File: src/hw/rtl/vrsg_pkg.sv
// Shared types, constants and the 2^x table of the VAE sampling unit.
package vrsg_pkg;

  // log2(e) in unsigned Q16.
  localparam int LOG2E_Q16 = 94548;

  // Load enables for the two internal register stages of the exp unit.
  typedef struct packed {
    logic mid;
    logic last;
  } exp_ld_t;

  // Table of 2^(k/16) in Q16 for k = 0..16.
  function automatic logic [17:0] pow2_q16(input logic [4:0] k);
    logic [17:0] r;
    case (k)
      5'd0:    r = 18'd65536;
      5'd1:    r = 18'd68438;
      5'd2:    r = 18'd71468;
      5'd3:    r = 18'd74632;
      5'd4:    r = 18'd77936;
      5'd5:    r = 18'd81386;
      5'd6:    r = 18'd84990;
      5'd7:    r = 18'd88752;
      5'd8:    r = 18'd92682;
      5'd9:    r = 18'd96785;
      5'd10:   r = 18'd101070;
      5'd11:   r = 18'd105545;
      5'd12:   r = 18'd110218;
      5'd13:   r = 18'd115098;
      5'd14:   r = 18'd120194;
      5'd15:   r = 18'd125515;
      default: r = 18'd131072;
    endcase
    return r;
  endfunction

endpackage

File: src/hw/rtl/vrsg_exp.sv
// Two-stage table exponential: takes x*log2(e) and returns exp in the data format.
module vrsg_exp #(
  parameter int DATA_WIDTH = 16,
  parameter int FRAC_BITS  = 8,
  parameter int EXTRA      = 0
) (
  input  logic                         clk,
  input  vrsg_pkg::exp_ld_t            ld,
  input  logic signed [DATA_WIDTH+17:0] prod,
  output logic        [DATA_WIDTH-1:0] value,
  output logic                         ovf
);

  localparam int DW  = DATA_WIDTH;
  localparam int P   = DW + 18;
  localparam int SW  = DW + 4;
  localparam int RW  = DW + 18;
  localparam int SHW = $clog2(DW + 18);
  localparam int SH  = FRAC_BITS + EXTRA;
  localparam logic signed [SW-1:0] S_OFS = SW'(FRAC_BITS - 16);
  localparam logic [RW-1:0] DMAX_R = RW'({(DW-1){1'b1}});

  logic signed [P-1:0]  y;
  logic [3:0]           idx;
  logic [17:0]          lo;
  logic [17:0]          hi;
  logic [12:0]          diff;
  logic [24:0]          ip;
  logic [17:0]          m_next;
  logic signed [SW-1:0] s_next;
  logic [17:0]          m;
  logic signed [SW-1:0] s;
  logic signed [SW-1:0] ns;
  logic                 big;
  logic                 tiny;
  logic [SHW-1:0]       sh;
  logic [RW-1:0]        mr;
  logic [RW-1:0]        shifted;
  logic                 ovf_next;
  logic [DW-1:0]        value_next;

  // Split the exponent into integer part n and a 16-bit fraction, then
  // interpolate the mantissa from the table.
  always_comb begin
    y      = prod >>> SH;
    idx    = y[15:12];
    lo     = vrsg_pkg::pow2_q16({1'b0, idx});
    hi     = vrsg_pkg::pow2_q16({1'b0, idx} + 5'd1);
    diff   = 13'(hi - lo);
    ip     = 25'(diff) * 25'(y[11:0]);
    m_next = lo + 18'(ip >> 12);
    s_next = SW'($signed(y[P-1:16])) + S_OFS;
  end

  always_ff @(posedge clk) begin
    if (ld.mid) begin
      m <= m_next;
      s <= s_next;
    end
  end

  // Scale the mantissa by 2^s and clip to the largest positive value.
  always_comb begin
    ns       = -s;
    big      = !s[SW-1] && (s >= $signed(SW'(DW)));
    tiny     = s[SW-1] && (ns >= $signed(SW'(18)));
    sh       = s[SW-1] ? ns[SHW-1:0] : s[SHW-1:0];
    mr       = RW'(m);
    shifted  = s[SW-1] ? (mr >> sh) : (mr << sh);
    if (tiny) begin
      shifted = '0;
    end
    ovf_next   = big || (shifted > DMAX_R);
    value_next = ovf_next ? DMAX_R[DW-1:0] : shifted[DW-1:0];
  end

  always_ff @(posedge clk) begin
    if (ld.last) begin
      value <= value_next;
      ovf   <= ovf_next;
    end
  end

endmodule

File: config.mk
export PLATFORM = sky130hd
export DESIGN_NAME = vrsg_exp
export DESIGN_NICKNAME = d
export VERILOG_FILES = /design/src/hw/rtl/vrsg_pkg.sv /design/src/hw/rtl/vrsg_exp.sv
export SDC_FILE = /design/constraint.sdc
export NUM_CORES = 1
export LEC_CHECK = 0
export BUFFER_PORTS_ARGS = -buffer_cell sky130_fd_sc_hd__clkbuf_2
export CAP_MARGIN = 20
export CORE_ASPECT_RATIO = 0.8
export CORE_MARGIN = 2
export CORE_UTILIZATION = 25
export DETAILED_ROUTE_END_ITERATION = 8
export PLACE_DENSITY = 0.5
export SLEW_MARGIN = 20
export SYNTH_ARGS = -nofsm -noshare
export SYNTH_HDL_FRONTEND = slang
export SYNTH_SLANG_ARGS = --single-unit
File: constraint.sdc
create_clock -name clk -period 10.64 [get_ports clk]
set_input_delay 0 -clock clk [delete_from_list [all_inputs] [get_ports clk]]
set_output_delay 0 -clock clk [all_outputs]
set_load 0.03 [all_outputs]
Yosys cells after proc, flatten, opt, wreduce, memory -nomap -nowiden
Memory sizes are Yosys's and may differ from the RTL's. Cells that the tools add are included.

Flip-flop bits (word level): 55. Bits in writable memories: 0. Input port bits: 37. ROM bits: 512. Word-level logic and storage cells: 25. Output and inout port bits: 17. Latch bits: 0. Memories: 2.

Memory list: (no name shown) (depth 16, bits a word 16, read ports 1, clocked after memory_dff 0, wr ports 0, RTL line vrsg_pkg.sv:16) `case (k)`; (no name shown) (depth 16, bits a word 16, read ports 1, clocked after memory_dff 0, wr ports 0, RTL line vrsg_pkg.sv:16).

Reduce and logical (&&, ||, !) cells: 4. $add $sub $neg: 5. Shift-type cells: 2. Divide/modulo/power cells: 0. Muxes and demuxes: 4. Order comparisons: 3. Multipliers: 1. Bitwise logic cells: 0. Equality and inequality tests: 0.

Operator list (number): 2-to-1 mux 34 bit (2); >= comparator 20 x 6 -> 1 bit (second input constant) (2); greater-than comparator 34 x 15 -> 1 bit (second input constant) (1); << shifter 18 x 6 -> 34 bit (1); right shift 18 x 6 -> 34 bit (1); multiplier 13 x 12 -> 25 bit (1); negation 20 bit (1); adder 18 x 13 -> 18 bit (1); 2-to-1 mux 13 bit (1); subtractor 13 bit (1); adder 10 x 4 -> 11 bit (second input constant) (1); 2-to-1 mux 6 bit (1); adder 4 x 1 -> 5 bit (second input constant) (1); logical AND 1 bit (2); zero test 1 bit (1); logical OR 1 bit (1).

Longest topological paths before layout
Depth in word-level cells: 7. Mapped depth: 46.

Least setup slack after synthesis
No wires, ideal clock.

Path type: input to register. Start: input prod[20]. End: register m[15], data pin. Path buffers: 3. Data required time: 10.376 ns. Library setup time: 0.264 ns. Arrival: 8.988 ns. Stages on the path: 40. Setup slack: 1.387 ns. Cell sequence: ha_1 > clkbuf_1 > xor2_1 > clkbuf_1 > nor2_1 > a211oi_1 > ha_1 > nor2b_1 > o21ai_0 > a21boi_0 > o21a_1 > o21ai_0 > a21oi_1 > nor2_1 > a211o_1 > clkbuf_1 > mux2_2 > fa_1 > [4 not listed] > inv_1 > fa_1 > inv_1 > ha_1 > and3_1 > a21oi_1 > a31oi_1 > o2111ai_1 > a31oi_1 > a21o_1 > xor2_1 > ha_1 > or3_1 > a211oi_1 > o31ai_1 > a21oi_1 > nor3_1 > xnor2_1.

Word-level cells in the longest chain between the ends: 6.

Ends and longest elaborated chain: from (decl) (RTL line vrsg_exp.sv:9) `input logic signed [DATA_WIDTH+17:0] prod,`; adder 4 x 1 -> 5 bit (RTL line vrsg_exp.sv:48) `hi = vrsg_pkg::pow2_q16({1'b0, idx} + 5'd1);`; memory read (16 x 16 bit); 2-to-1 mux 13 bit (RTL line vrsg_pkg.sv:16); subtractor 13 bit (RTL line vrsg_exp.sv:49) `diff = 13'(hi - lo);`; multiplier 13 x 12 -> 25 bit (RTL line vrsg_exp.sv:50) `ip = 25'(diff) * 25'(y[11:0]);`; adder 18 x 13 -> 18 bit (*) (RTL line vrsg_exp.sv:51) `m_next = lo + 18'(ip >> 12);`; net m_next[15] (RTL line vrsg_exp.sv:29) `logic [17:0] m_next;`; to (signal assigned) (RTL line vrsg_exp.sv:57) `m <= m_next;`; to (decl) (RTL line vrsg_exp.sv:31) `logic [17:0] m;`.

The timed path passes the listed nets; every way through them passes the cells marked *. A chain may end at the register's enable or synchronous reset.

Worst setup path in the final report
Ends and elaborated chain as after synthesis.

==> impl_metrics.py <==
metrics = {
    "critical_path": {
        "cp_data_arrival_time_ps": 9630,
        "worstPathMaxFanout": 10,
        "required_ps": 10690,
        "slowest_delay_ps": 550,
        "cp_slowest_cell": "fa_1",
        "crit_path_end_kind": "flip-flop",
        "path_class": "input port to flip-flop",
        "timing.critical_path.mode_cell": "fa_1",
        "worstSetupStartpointType": "input port",
    },
    "cts": {
        "post-cts-setup-buffers": 0,
        "clkLatencyLatePin_ps": 300,
        "clkTransAtPathRegs_ps": 70,
        "cts.path.max_buffers": 2,
        "clockRootBuffer": "clkbuf_16",
        "cts_tree": "yes",
        "h-tree-depth": 2,
        "numClockSinks": 46,
        "cts_buffers": 5,
    },
    "yosys": {
        "synth_cell_type_count": 77,
        "async_flop_share": 0,
        "syn_nets": 1484,
        "avgSynthCellArea_um2": 8.45,
        "yosysTopAreaCellShare": 0.212,
        "yosys_warnings": 0,
        "synth_ff_type": "edfxtp_1",
        "synth_area_leaders": "fa_1, edfxtp_1, ha_1",
        "ys_ff_latch": 46,
        "synth_top_area_cell": "fa_1",
        "synthCells": 1242,
        "synthesis.area_mm2": 0.0105,
        "synth_edf_count": 46,
        "yosysSeqAreaShare": 0.132,
    },
    "floorplanning": {
        "dieArea_mm2": 0.0436,
        "core-area_mm2": 0.0417,
        "die_h_um": 187,
        "die_w_um": 233,
        "rows": 67,
        "initial_core_util": 0.252,
        "io_pins": 54,
    },
    "global_routing": {
        "grt_max_degree": 39,
        "antenna_found_initial": 0,
        "grt_pass1_vias": 8374,
        "grt_usage": 0.129,
        "overflow": 0,
        "grt_pass1_wl_um": 45400,
    },
    "timing": {
        "fin_skew_ps": 7.58,
        "hold_viol": 0,
        "max_clock_freq_ghz": 0.104,
        "setup_viol": 0,
        "rsz0062_at_grt": "no",
        "worst_pin_slew_ps": 1010,
        "slew_violations": 0,
        "setup_tns_ps": 0,
        "slew-limit-headroom": 0.324,
        "period_share": 0.900,
        "min_period_ps": 9580,
    },
    "routing": {
        "num_vias": 8489,
        "viasPerCell": 4.71,
        "wl_um": 27300,
        "firstDrtPassIters": 5,
        "ant_nets": 0,
        "drc_errors": 0,
        "drt_iter0_drc": 638,
        "wl_per_cell_um": 15.1,
    },
    "outcome": {
        "status": "finished clean",
    },
    "hold_path": {
        "min_path_type": "input port to flip-flop",
    },
    "placement": {
        "portBuffers": 45,
        "hpwlAfterDp_um": 22100,
        "gp_congestion": 0.897,
    },
    "run": {
        "drv_cap": 0,
    },
    "finish": {
        "num-nets-final": 1492,
        "layout-drive-gt1-share": 0.0871,
        "num-fill-cells": 4497,
        "insertedDiodeCount": 0,
        "syn2layout_area_growth_pct": 10.0,
    },
}
==> kinds of logic after synthesis <==
kind of cell	count (synthesis)	share of synthesized area
xor gates and xnor gates	57	0.0494
DFF	46	0.132
muxes	70	0.0815
adders and majority gates	205	0.324
buffers and inverters	230	0.0837
other	1	0.000358
AOI/OAI and AO/OA	225	0.143
and+or+nand+nor	408	0.186
==> metal layers <==
layer	GRT usage	vias to the layer above	share of wire
met2	0.201	161	0.44
met1	0.193	4110	0.51
li1	-	4196	-
met3	0.0120	22	0.038
met4	0.0247	0	0.012
met5	0	-	0
==> flip-flops by register name, indices dropped and copies added, names as in the netlist <==
| signal | count |
|---|---|
| ovf | 1 |
| value | 16 |
| s | 11 |
| m | 18 |
==> worst max-delay path: cells and delay by family <==
family                     cells  cell delay, ps
and+or+nand+nor               10            1810
buffers and inverters          5             300
xor gates and xnor gates       3             560
AOI/OAI and AO/OA             14            2920
adders and majority gates     10            4030
==> final timing paths <==
| check | end | cells past startpoint | slack [ps] | start |
|---|---|---|---|---|
| hold / removal | s[8] | 2 | 20 | prod[32] |
| setup / recovery | m[15] | 42 | 1060 | prod[20] |
| hold reg to reg | value[1] | 3 | 1010 | m[1] |
| setup reg to reg | value[3] | 13 | 6140 | s[0] |
==> cells in the final DEF (no fill, tap or decap), types with 6 or more instances in the layout <==
cell,netlist,routed
nor3_1,25,25
o211ai_1,15,15
o31ai_1,9,9
nor2_1,70,70
inv_1,156,156
and3_1,6,6
buf_4,0,25
o21a_1,9,9
xor2_1,19,18
clkbuf_2,1,45
nand3_1,22,22
and2_1,57,57
mux2_2,6,6
a21oi_1,62,62
edfxtp_1,46,46
fa_1,111,111
a31oi_1,7,7
nand2_1,157,157
mux4_2,11,11
nor2b_1,17,17
a21o_1,16,16
mux2i_1,51,51
ha_1,94,94
nand2b_1,23,23
xnor2_1,37,37
o21ai_0,43,43
a211oi_1,10,10
==> cell usage after synthesis, drive strengths merged (4+ instances only) <==
master and count:
xor2 19, o22ai 5, mux2 7, o21a 9, buf 10, nand2b 23, and2 57, o31ai 10
nor4 4, edfxtp 46, o31a 4, inv 156, mux4 11, nor3 25, nand2 158, a31oi 7
or2 6, a21oi 62, nand3b 4, xnor2 38, nand3 22, nor2b 17, a211oi 10, clkbuf 64
and3 6, fa 111, nand4 5, mux2i 52, or3 5, nor2 70, a21o 16, ha 94
o21ai 43, o211ai 15
==> through the flow <==
stage	cells	utilization	cell area [um2]	setup WS, ps	hold slack [ps]
4_1_cts	1803	0.277	11500	1070	5.19
6_report	1803	0.277	11500	1060	16.5
3_5_place_dp	1790	0.272	11300	770	182
5_1_grt	1803	0.277	11500	296	29.2
3_3_place_gp	1790	0.272	11300	737	180
2_1_floorplan	1242	-	10500	1390	98.9
==> area by class of cell <==
| class | instances | area [um2] | share of cell area |
|---|---|---|---|
| repair buffers | 75 | 463 | 0.0401 |
| multi-input cells | 966 | 8250 | 0.715 |
| clock buffers | 5 | 125 | 0.0108 |
| inverters | 156 | 586 | 0.0507 |
| clock inverters | 3 | 48.8 | 0.00423 |
| flip-flops and latches | 46 | 1380 | 0.120 |
| well taps | 552 | 691 | 0.0599 |
==> repair_timing <==
item / 4_1_cts / 5_1_grt
endpoints found under the hold margin: 5 / 0
gates resized for setup: 0 / 0
hold buffers: 5 / 0
setup endpoints to repair: 0 / 0
Power is left out: the tool's default activity adds up to more than one toggle a clock period on the data nets, which glitch-free logic cannot reach.
